`config.mk`:
```
export PLATFORM = sky130hd
export DESIGN_NAME = spq_cell
export DESIGN_NICKNAME = d
export VERILOG_FILES = /design/src/sorted_priority_queue_assert.svh /design/src/spq_pkg.sv /design/src/spq_cell.sv
export SDC_FILE = /design/constraint.sdc
export NUM_CORES = 1
export LEC_CHECK = 0
export BUFFER_PORTS_ARGS = -buffer_cell sky130_fd_sc_hd__buf_2
export CORE_MARGIN = 10
export CORE_UTILIZATION = 48
export CTS_CLUSTER_DIAMETER = 50
export DETAILED_ROUTE_END_ITERATION = 12
export PLACE_DENSITY = 0.86
export REMOVE_ABC_BUFFERS = 1
export SLEW_MARGIN = 10
export SYNTH_ARGS = -nofsm -noshare
export SYNTH_HDL_FRONTEND = slang
export SYNTH_SLANG_ARGS = --single-unit
```
`constraint.sdc`:
```
create_clock -name i_clk -period 7.1 [get_ports i_clk]
set_input_delay 0 -clock i_clk [delete_from_list [all_inputs] [get_ports i_clk]]
set_output_delay 0 -clock i_clk [all_outputs]
set_load 0.1 [all_outputs]
```
`src/sorted_priority_queue_assert.svh`:
```
// Assertion macros for the sorted priority queue.
// Used by the top level only; no other dependencies.
`ifndef SORTED_PRIORITY_QUEUE_ASSERT_SVH
`define SORTED_PRIORITY_QUEUE_ASSERT_SVH

`ifndef SYNTH
// Overlapping implication: the consequent is checked in the same cycle.
`define SPQ_ASSERT_SAME(label, clk, rst_n, ante, cons, msg) \
    label: assert property (@(posedge clk) disable iff (!(rst_n)) (ante) |-> (cons)) \
        else $error(msg);
// Next-cycle implication: the consequent is checked in the cycle after the antecedent.
`define SPQ_ASSERT_NEXT(label, clk, rst_n, ante, cons, msg) \
    label: assert property (@(posedge clk) disable iff (!(rst_n)) (ante) |=> (cons)) \
        else $error(msg);
`else
`define SPQ_ASSERT_SAME(label, clk, rst_n, ante, cons, msg)
`define SPQ_ASSERT_NEXT(label, clk, rst_n, ante, cons, msg)
`endif

`endif

```
`src/spq_pkg.sv`:
```
// Shared types and constants for the sorted priority queue.
// No dependencies; used by spq_cell and sorted_priority_queue.
package spq_pkg;

    localparam int DEF_CAPACITY = 16;
    localparam int DEF_TAG_BITS = 64;
    localparam int VALUE_W      = 64;
    localparam int PRI_W        = 32;
    localparam int COUNT_OUT_W  = 5;

    typedef enum logic [1:0] {
        OP_ENQ   = 2'd0,
        OP_DEQ   = 2'd1,
        OP_CHG   = 2'd2,
        OP_CLEAR = 2'd3
    } t_op;

    typedef enum logic [1:0] {
        STAT_OK       = 2'd0,
        STAT_EMPTY    = 2'd1,
        STAT_NOTFOUND = 2'd2,
        STAT_FULL     = 2'd3
    } t_status;

    // Command seen by every cell during the execute cycle.
    typedef struct packed {
        t_op  op;
        logic apply;
    } t_cell_ctl;

    // Flags handed from one cell to the next one down the row.
    typedef struct packed {
        logic occ;     // this cell holds an entry
        logic ahead;   // this cell's entry sorts ahead of the command entry
        logic found;   // a change-priority match sits at this cell or above
    } t_chain;

endpackage

```
`src/spq_cell.sv`:
```
// One slot of the sorted queue: holds a tag and a priority and trades
// entries with its neighbors. Depends on spq_pkg.
module spq_cell import spq_pkg::*; #(
    parameter int TAG_BITS = DEF_TAG_BITS
) (
    input  logic                       i_clk,
    input  t_cell_ctl                  i_ctl,
    input  logic [TAG_BITS-1:0]        i_tag,
    input  logic signed [PRI_W-1:0]    i_pri,
    input  logic                       i_occ,
    input  logic [TAG_BITS-1:0]        i_left_tag,
    input  logic signed [PRI_W-1:0]    i_left_pri,
    input  logic [TAG_BITS-1:0]        i_right_tag,
    input  logic signed [PRI_W-1:0]    i_right_pri,
    input  t_chain                     i_chain,
    output t_chain                     o_chain,
    output logic [TAG_BITS-1:0]        o_tag,
    output logic signed [PRI_W-1:0]    o_pri
);

    logic [TAG_BITS-1:0]     r_tag;
    logic signed [PRI_W-1:0] r_pri;
    logic                    w_before;
    logic                    w_hit;
    logic                    w_insert;
    logic                    w_take_left;

    // The stored entry sorts ahead of the command entry.
    assign w_before = i_occ && ((r_pri < i_pri) || ((r_pri == i_pri) && (i_tag > r_tag)));
    // First-match candidate for a change of priority.
    assign w_hit    = i_occ && (r_tag == i_tag) && (i_pri < r_pri);

    // The insert point is the first cell whose entry does not sort ahead.
    assign w_insert    = !w_before && i_chain.ahead;
    assign w_take_left = !w_before && !w_insert &&
                         ((i_ctl.op == OP_ENQ) ? i_chain.occ : !i_chain.found);

    assign o_chain.occ   = i_occ;
    assign o_chain.ahead = w_before;
    assign o_chain.found = i_chain.found | w_hit;
    assign o_tag = r_tag;
    assign o_pri = r_pri;

    always_ff @(posedge i_clk) begin
        if (i_ctl.apply) begin
            case (i_ctl.op) inside
                OP_ENQ, OP_CHG: begin
                    if (w_insert) begin
                        r_tag <= i_tag;
                        r_pri <= i_pri;
                    end else if (w_take_left) begin
                        r_tag <= i_left_tag;
                        r_pri <= i_left_pri;
                    end
                end
                OP_DEQ: begin
                    r_tag <= i_right_tag;
                    r_pri <= i_right_pri;
                end
                default: begin
                end
            endcase
        end
    end

endmodule

```
==> results of run 1 <==
[per-stage QoR]
stage,setup WS [ns],instance area (µm²),cells,setup TNS [ns]
3_3_place_gp,2.52,10900,1567,0
4_1_cts,1.97,12800,1746,0
3_5_place_dp,2.50,10900,1567,0
2_1_floorplan,-7.25,8510,933,-1239.95
5_1_grt,1.60,12800,1748,0
6_report,1.86,12800,1748,0
[cell usage after synthesis, types with 2 or more instances]
cell type and instances:
a221oi_1 2, buf_1 2, a22o_1 2, nand4b_1 94
a2111o_1 3, nor2b_1 3, o31ai_1 2, nor4_1 6
edfxtp_1 96, o211ai_1 4, or4_1 3, buf_4 22
nand2_1 115, nor3_1 3, a21o_1 101, a22oi_1 97
and4_1 3, nor2_1 10, ha_1 96, inv_1 103
nand2b_1 3, clkbuf_1 61, nand3_1 100, o21ai_0 15
a21oi_1 40, a221o_1 2, nand4_1 19
[registers in the layout, summed over array words and instances, names as in the netlist]
name / cells
o_pri: 32
o_tag: 64
[placed cells by master (no fill, tap or decap), types with 3 or more instances in the layout]
cell type	n
buf_2	393
a21o_1	101
nor3_1	3
clkbuf_16	9
nor4_1	6
a21oi_1	40
nand4b_1	94
nand3_1	100
a2111o_1	3
nand4_1	19
o21ai_0	14
o211ai_1	4
nand2b_1	3
or4_1	3
nand2_1	115
a22oi_1	97
dlygate4sd3_1	164
ha_1	96
edfxtp_1	96
buf_4	12
inv_1	103
and4_1	3
nor2b_1	3
nor2_1	8
[area by class of cell]
type / instances / area share
Antenna cell: 2 / 0.000389
Clock buffer: 10 / 0.0178
Tap cell: 229 / 0.0223
Multi-Input combinational cell: 734 / 0.412
Timing Repair Buffer: 569 / 0.288
Inverter: 103 / 0.0301
Sequential cell: 96 / 0.224
Clock inverter: 5 / 0.00565
[power breakdown]
group	total [W]	switching [W]	leakage (nW)	internal, W
Combinational	0.00100	0.000687	4.92	0.000313
Sequential	0.000722	0.0000281	0.915	0.000694
Clock	0.000528	0.000224	0.147	0.000305
[metal layers]
metal / vias to the layer above / global-route usage / part of all wire
li1: 4832 / - / -
met1: 5053 / 0.335 / 0.35
met5: - / 0 / 0
met2: 804 / 0.510 / 0.48
met3: 171 / 0.0718 / 0.10
met4: 0 / 0.187 / 0.061
[cells by family after synthesis]
family	after synthesis	share of synthesized area
flops	96	0.323
compound gates	277	0.222
simple gates	361	0.232
fa+ha+maj	96	0.135
buf+inv	189	0.0889
[worst min-delay path, delay by kind of cell]
kind                   cells  cell delay (ns)
buffers and inverters      1             0.09
AO/OA/AOI/OAI              1             0.07
AND/OR/NAND/NOR            1             0.09
[final timing paths]
path	startpoint	to	slack, ns	cells past startpoint
worst max-delay path	o_tag[45]$_DFFE_PP_	o_tag[58]$_DFFE_PP_	1.86	13
worst min-delay path	i_left_tag[41]	o_tag[41]$_DFFE_PP_	0.01	3
worst max register to register	o_tag[45]$_DFFE_PP_	o_tag[58]$_DFFE_PP_	1.86	13
worst min register to register	o_pri[0]$_DFFE_PP_	o_pri[31]$_DFFE_PP_	1.62	6
==> results.py, run 1 <==
metrics = {
    "status": {
        "outcome": "finished, final reports clean",
    },
    "finish": {
        "utilization": 0.708,
        "drive_gt1_frac": 0.279,
        "final-seq-area_mm2": 0.00288,
        "syn2layout_area_growth_pct": 44.0,
        "multi_input_area_mm2": 0.00529,
        "fillers": 1294,
        "nets": 1905,
    },
    "sta": {
        "tightestPinTransition_ns": 1.23,
        "relSlewSlack": 0.182,
        "fmax_ghz": 0.191,
        "fin_crit_sh": 0.738,
        "rsz0062_at_grt": "false",
        "finalWorstPathRequiredPeriod_ns": 5.24,
        "final-setup-viol-count": 0,
        "timing.final.hold_violations": 0,
        "finalMaxSlewViolations": 0,
        "skew_ns": 0.0100,
        "holdWs_ns": 0.0102,
    },
    "clocking": {
        "cts_tree": "done",
        "clk_pin_slew_ns": 0.07,
        "clkLatencyLatePin_ns": 0.35,
        "clk_root_buffer_cell": "clkbuf_16",
        "cts_max_path_buffers": 2,
        "cts_setup_buffers": 0,
        "htreeDepth": 3,
        "hold_buffers": 164,
        "cts_sinks": 96,
        "numCtsBuffers": 9,
        "cts_resized": 0,
    },
    "yosys": {
        "syn-cell-area_mm2": 0.00892,
        "ys_types": 39,
        "synth_top_area_cell": "edfxtp_1",
        "postSynth.asyncResetShare": 0,
        "synth_edf_count": 96,
        "avgSynthCellArea_um2": 8.75,
        "yosysWarningCount": 0,
        "synthCells": 1019,
        "post-synth-top-area-fraction": 0.323,
        "yosys-top-cells-area": "edfxtp_1 32%, ha_1 13%, nand4b_1 9.2%",
        "ys_seq_area_frac": 0.323,
        "ys_ff_latch": 96,
        "synthFlopType": "edfxtp_1",
    },
    "critical_path": {
        "crit_path_max_fanout": 112,
        "criticalPathCategory": "flop to flop",
        "crit_path_cell_trace": "inv_1, ha_1, nand4_1, nor4_1, nand4_1, a31oi_1, nor4_1, o21ai_4, buf_4, buf_4, a21o_1, nand3_1, dlygate4sd3_1",
        "crit_family": "buffers and inverters",
        "cp-start-kind": "flop",
        "cpPeakStageDelay_ns": 0.97,
        "cp_slowest_cell": "buf_4",
        "cp_num_buf_inv": 4,
        "crit_path_end_kind": "flop",
        "required_ns": 7.20,
        "cp.arrival_ns": 5.34,
    },
    "floorplanning": {
        "die_w_um": 156,
        "start_util": 0.492,
        "ios": 395,
        "fp-row-count": 49,
        "core-area_mm2": 0.0181,
        "die_h_um": 156,
        "die_area_mm2": 0.0244,
    },
    "drt": {
        "drc": 0,
        "first_iter_violations": 1265,
        "routedWlPerCell_um": 22.3,
        "viasPerCell": 6.21,
        "postRouteAntennaNets": 0,
        "dr.pass1.iters": 6,
        "finalWirelength_um": 39000,
        "vias": 10900,
    },
    "flow_run": {
        "max_cap_viol_count": 0,
    },
    "power": {
        "leakagePower_nw": 5.98,
        "peakVddDrop_mv": 0.109,
        "power_density_mw_per_mm2": 175,
        "power.total_w": 0.00225,
    },
    "global_routing": {
        "grtUsageTotal": 0.301,
        "grt_pass1_wl_um": 59600,
        "grt_start_max_net_pins": 113,
        "grt_overflow": 0,
        "grt_pass1_vias": 11100,
        "antenna_found_initial": 2,
    },
    "placement": {
        "port_buffers": 394,
        "place_congestion": 0.926,
        "dp_hpwl_um": 26200,
    },
    "hold_path": {
        "min-delay-path-class": "input pin to flop",
    },
}
Power figures use the tool's default switching activity.
==> run 2, diff against run 1 <==
ABC_AREA = 1   (was unset)
PLACE_DENSITY = 0.87   (was 0.86)
clock period = 5.29 ns   (was 7.1 ns; I/O delays follow)
==> run 2 against run 1 <==
  * Count of clock-buffer cells in the layout grew 3
  * Largest cell class unchanged
  * Via count shrank 7.2%
  * Hold slack gained 0.0021 ns
  * Flip-flop and latch count is the same
  * Synthesized cell count grew 23%
  * Synthesized area shrank 4.1%
  * First-iteration DRC count shrank 35%
  * Total power grew 26%
  * Cell count grew 11%
  * Non-clock buffer count shrank 74
  * Highest routed layer unchanged
  * Design area shrank 7.9%
  * Sequential power grew 33%
==> results.py, run 2 <==
metrics = {
    "status": {
        "outcome": "finished, final reports clean",
    },
    "floorplanning": {
        "die_w_um": 154,
        "start_util": 0.493,
        "ios": 395,
        "die_h_um": 154,
        "core-area_mm2": 0.0174,
        "die_area_mm2": 0.0236,
        "fp-row-count": 48,
    },
    "yosys": {
        "yosysMostFrequentCell": "nand2_1",
        "post-synth-top-area-fraction": 0.337,
        "synthFlopType": "edfxtp_1",
        "ys_ff_latch": 96,
        "synth_common_cells": "383 x nand2_1, 309 x inv_1, 201 x nand3_1",
        "synth_edf_count": 96,
        "ys_types": 27,
        "yosysWarningCount": 0,
        "synthCells": 1253,
        "ys_seq_area_frac": 0.337,
        "syn-cell-area_mm2": 0.00855,
        "synth_top_area_cell": "edfxtp_1",
        "yosys-top-cells-area": "edfxtp_1 34%, nand2_1 17%, ha_1 14%",
        "postSynth.asyncResetShare": 0,
        "avgSynthCellArea_um2": 6.83,
    },
    "drt": {
        "first_iter_violations": 818,
        "routedWlPerCell_um": 17.7,
        "postRouteAntennaNets": 0,
        "drc": 0,
        "viasPerCell": 5.19,
        "finalWirelength_um": 34300,
        "vias": 10100,
        "dr.pass1.iters": 5,
    },
    "clocking": {
        "hold_buffers": 93,
        "clk_root_buffer_cell": "clkbuf_16",
        "clk_pin_slew_ns": 0.07,
        "numCtsBuffers": 9,
        "cts_sinks": 96,
        "cts_resized": 0,
        "clkLatencyLatePin_ns": 0.35,
        "cts_tree": "done",
        "htreeDepth": 3,
        "cts_max_path_buffers": 2,
        "cts_setup_buffers": 0,
    },
    "sta": {
        "fin_crit_sh": 0.696,
        "tightestPinTransition_ns": 1.12,
        "fmax_ghz": 0.272,
        "finalWorstPathRequiredPeriod_ns": 3.68,
        "rsz0062_at_grt": "false",
        "finalMaxSlewViolations": 0,
        "skew_ns": 0.0110,
        "final-setup-viol-count": 0,
        "relSlewSlack": 0.252,
        "timing.final.hold_violations": 0,
    },
    "finish": {
        "layout_common_cells": "392 x buf_2, 383 x nand2_1, 309 x inv_1",
        "fin_cells": 1941,
        "nets": 2097,
        "largest_reg_flops": 64,
        "final_common_cell": "buf_2",
        "drive_gt1_frac": 0.247,
        "syn2layout_area_growth_pct": 38.4,
        "utilization": 0.682,
    },
    "global_routing": {
        "grt_start_max_net_pins": 97,
        "grt_overflow": 0,
        "grt_pass1_wl_um": 53300,
        "antenna_found_initial": 6,
        "grtUsageTotal": 0.277,
        "grt_pass1_vias": 10100,
    },
    "hold_path": {
        "min-delay-path-class": "input pin to flop",
    },
    "placement": {
        "placed_cells": 1826,
        "dp_hpwl_um": 24900,
        "port_buffers": 394,
        "place_congestion": 0.871,
    },
    "critical_path": {
        "path_common_cell": "inv_1",
        "cpPeakStageDelay_ns": 0.68,
        "cp_num_buf_inv": 5,
        "crit_path_max_fanout": 66,
        "cp-start-kind": "flop",
        "cp.arrival_ns": 3.68,
        "crit_path_end_kind": "output port",
        "crit_path_cell_trace": "inv_1, ha_1, nand2_1, nor2_1, inv_1, nor4_2, and2_1, nand3_1, nand2_1, nand2_2, nand2_4, buf_4, inv_1, buf_2",
        "criticalPathCategory": "flop to output port",
        "crit_family": "simple AND/OR/NAND/NOR gates",
        "required_ns": 5.29,
        "cp_slowest_cell": "buf_4",
    },
    "flow_run": {
        "max_cap_viol_count": 0,
    },
    "power": {
        "leakagePower_nw": 7.08,
        "peakVddDrop_mv": 0.203,
        "power_density_mw_per_mm2": 240,
    },
}
[run 2: changes by cell type after synthesis, sizes merged, moves of 36 or more]
cell	delta
a22oi	-97
inv	+208
nand2	+271
nand3	+101
a21o	-99
clkbuf	-36
nand4b	-94
[run 2: kinds of logic (layout without fill, tap and decap cells)]
group | after synthesis | after routing | share of synthesized area
and+or+nand+nor | 630 | 630 | 0.313
buffers and inverters | 365 | 822 | 0.169
adders and majority gates | 96 | 96 | 0.140
DFF | 96 | 96 | 0.337
AOI/OAI and AO/OA | 66 | 66 | 0.0410
other | 0 | 6 | 0
[run 2: area by class of cell]
class	instances	area (µm²)
inverter	311	1170
clock buffer	13	240
tap	225	282
multi-input combinational	792	4240
antenna	6	15.0
sequential	96	2880
fill	1326	5520
timing repair buffer	495	2970
clock inverter	3	42.5
[run 2: stage by stage]
| step | setup slack [ns] | instance area [µm²] | hold slack, ns | setup TNS, ns | total power (W) |
|---|---|---|---|---|---|
| 3_3_place_gp | 1.65 | 10600 | 0.270 | 0 | 0.00209 |
| 6_report | 1.61 | 11800 | 0.0123 | 0 | 0.00285 |
| 2_1_floorplan | -2.76 | 8280 | 0 | -264.84 | 0.00178 |
| 5_1_grt | 1.35 | 11800 | 0.0196 | 0 | 0.00299 |
| 3_5_place_dp | 1.63 | 10600 | 0.272 | 0 | 0.00212 |
| 4_1_cts | 1.62 | 11800 | 0.00151 | 0 | 0.00284 |
[run 2: power by group]
group / leakage, nW / internal [W] / switching (W) / total, W
Sequential: 0.913 / 0.000924 / 0.0000334 / 0.000957
Clock: 0.134 / 0.000368 / 0.000302 / 0.000670
Combinational: 6.04 / 0.000340 / 0.000880 / 0.00122
[run 2: worst min-delay path: cells and delay by family]
| family | cells | cell delay [ns] |
|---|---|---|
| buffers and inverters | 2 | 0.10 |
| AND/OR/NAND/NOR | 3 | 0.16 |
[run 2: per-layer routing]
metal	GRT usage	wire length, µm	vias up
met3	0.0815	4020	112
met1	0.309	11900	4434
met4	0.130	1640	0
met5	0	0	-
met2	0.475	16700	731
li1	-	-	4805
[run 2: worst paths after layout]
check / from / to / slack, ns / cells after the start
hold / removal: i_left_pri[1] / o_pri[1]$_DFFE_PP_ / 0.01 / 5
hold reg to reg: o_pri[31]$_DFFE_PP_ / o_tag[13]$_DFFE_PP_ / 1.53 / 10
setup / recovery: o_tag[55]$_DFFE_PP_ / o_chain[1] / 1.61 / 14
setup reg to reg: o_tag[55]$_DFFE_PP_ / o_tag[62]$_DFFE_PP_ / 1.62 / 14
==> run 3, diff against run 2 <==
CORE_UTILIZATION = 44   (was 48)
PLACE_DENSITY = 0.84   (was 0.87)
clock period = 3.06 ns   (was 5.29 ns; I/O delays follow)
==> run 3 against run 2 <==
  * Total power is 72% higher
  * Via count up 1.1%
  * Register-to-register slack got worse by 1.5 ns
  * First-iteration DRC count decreased by 1.8%
  * Global-route usage decreased by 1.8 points
  * Non-clock buffer count grew 16
  * Critical path type is now flop to flop
  * Highest routed layer is now met5
==> results.py, run 3 (synthesized netlist as in run 2, its figures left out) <==
metrics = {
    "status": {
        "outcome": "finished, final reports clean",
    },
    "sta": {
        "fin_crit_sh": 0.947,
        "holdWs_ns": 0.0107,
        "skew_ns": 0.0161,
        "tightestPinTransition_ns": 0.566,
        "timing.final.hold_violations": 0,
        "final-setup-viol-count": 0,
        "finalMaxSlewViolations": 0,
        "relSlewSlack": 0.623,
        "fmax_ghz": 0.345,
        "finalWorstPathRequiredPeriod_ns": 2.90,
    },
    "drt": {
        "vias": 10200,
        "postRouteAntennaNets": 0,
        "viasPerCell": 5.11,
        "drc": 0,
        "dr.pass1.iters": 5,
        "routedWlPerCell_um": 17.5,
        "first_iter_violations": 803,
        "finalWirelength_um": 34900,
    },
    "critical_path": {
        "rrSetupSlack_ns": 0.16,
        "cp_slowest_cell": "edfxtp_1",
        "crit_start": "o_tag[54]$_DFFE_PP_",
        "criticalPathCategory": "flop to flop",
        "cp.arrival_ns": 2.92,
        "crit_path_max_fanout": 47,
        "required_ns": 3.08,
        "r2r-end": "o_pri[20]$_DFFE_PP_",
        "cp-endpoint": "o_pri[20]$_DFFE_PP_",
        "cpPeakStageDelay_ns": 0.35,
        "timing.rr.start": "o_tag[54]$_DFFE_PP_",
        "crit_path_cell_trace": "inv_1, ha_1, nand2_1, nor2_1, inv_1, nor4_4, and2_4, nand3_1, nand2_1, nand2_2, nand2_4, o21ai_1, a21oi_4, buf_12",
        "ff2ff_path_depth": 14,
        "crit_path_end_kind": "flop",
        "cp-start-kind": "flop",
    },
    "floorplanning": {
        "die_area_mm2": 0.0254,
        "fp-row-count": 50,
        "die_w_um": 159,
        "ios": 395,
        "start_util": 0.453,
        "die_h_um": 159,
        "core-area_mm2": 0.0189,
    },
    "clocking": {
        "cts_tree": "done",
        "numCtsBuffers": 9,
        "clk_root_buffer_cell": "clkbuf_16",
        "clkLatencyLatePin_ns": 0.35,
        "cts_sinks": 96,
        "clk_pin_slew_ns": 0.08,
        "htreeDepth": 3,
        "cts_max_path_buffers": 2,
    },
    "power": {
        "power_density_mw_per_mm2": 404,
        "peakVddDrop_mv": 0.317,
        "leakagePower_nw": 7.19,
    },
    "global_routing": {
        "grt_pass1_wl_um": 53500,
        "grt_pass1_vias": 10200,
        "grtUsageTotal": 0.259,
        "grt_start_max_net_pins": 72,
        "antenna_found_initial": 9,
        "grt_overflow": 0,
    },
    "hold_path": {
        "min-delay-path-class": "input pin to flop",
        "hold_depth": 5,
    },
    "placement": {
        "dp_hpwl_um": 25400,
        "port_buffers": 394,
        "place_congestion": 0.900,
        "placed_cells": 1866,
    },
    "flow_run": {
        "max_cap_viol_count": 0,
    },
    "finish": {
        "fin_cells": 1995,
        "layout_common_cells": "391 x buf_2, 383 x nand2_1, 309 x inv_1",
        "nets": 2113,
        "largest_reg_flops": 64,
        "final_common_cell": "buf_2",
        "drive_gt1_frac": 0.251,
        "syn2layout_area_growth_pct": 42.0,
    },
}
## run 3: cell types whose count changed in the layout (fill, tap and decap cells not counted), moves of 2 or more
cell           delta
clkinvlp_4        +3
dlygate4sd3_1     +8
clkbuf_1          -2
buf_12            +7
diode_2           +3
## run 3: worst min path at each step
stage / startpoint / to / slack [ns]
floorplan: i_occ / o_chain[2] / 0
global placement: i_right_tag[29] / o_tag[29]$_DFFE_PP_ / 0.27
detailed placement: i_right_tag[41] / o_tag[41]$_DFFE_PP_ / 0.27
CTS: i_left_tag[58] / o_tag[58]$_DFFE_PP_ / 0.001
global route: i_left_pri[24] / o_pri[24]$_DFFE_PP_ / 0.03
finish: i_left_tag[1] / o_tag[1]$_DFFE_PP_ / 0.01
## run 3: critical path, delay by kind of cell, from the launching register on
kind,cells,cell delay (ns)
buffers and inverters,3,0.46
adders and majority gates,1,0.28
and+or+nand+nor,8,1.08
AOI/OAI and AO/OA,2,0.38
DFF,1,0.35
## run 3: final cells by class
| cell class | instances | area [µm²] |
|---|---|---|
| fill | 1532 | 6750 |
| multi-input combinational | 792 | 4260 |
| timing repair buffer | 511 | 3220 |
| sequential | 96 | 2880 |
| inverter | 311 | 1170 |
| tap | 260 | 325 |
| clock buffer | 11 | 233 |
| clock inverter | 5 | 33.8 |
| antenna | 9 | 22.5 |
## run 3: power by group
group          switching, W  total, W  internal (W)
logic               0.00154   0.00217      0.000633
clock network      0.000537   0.00109      0.000551
registers         0.0000547   0.00165       0.00159
## run 3: routing by layer
layer	GRT usage	vias up	wire, µm
met3	0.0697	124	3550
li1	-	4839	-
met5	0	-	17
met2	0.454	713	17000
met1	0.281	4514	12600
met4	0.134	2	1740
## run 3: through the flow
stage / TNS, ns / utilization / power [W] / worst slack, ns / cell area (µm²)
2_1_floorplan: -545.98 / - / 0.00308 / -4.99 / 8280
3_3_place_gp: 0 / 0.570 / 0.00366 / 0.306 / 10800
3_5_place_dp: 0 / 0.570 / 0.00371 / 0.215 / 10800
4_1_cts: 0 / 0.638 / 0.00490 / 0.185 / 12100
5_1_grt: -0.0142 / 0.643 / 0.00517 / -0.00334 / 12100
6_report: 0 / 0.643 / 0.00491 / 0.162 / 12100
## run 3: repair_timing
action / in CTS / in global routing
setup endpoints to repair: 0 / 97
endpoints found under the hold margin: 96 / 0
buffers inserted: 0 / 1
hold buffers: 101 / 0
resized for setup: 0 / 6
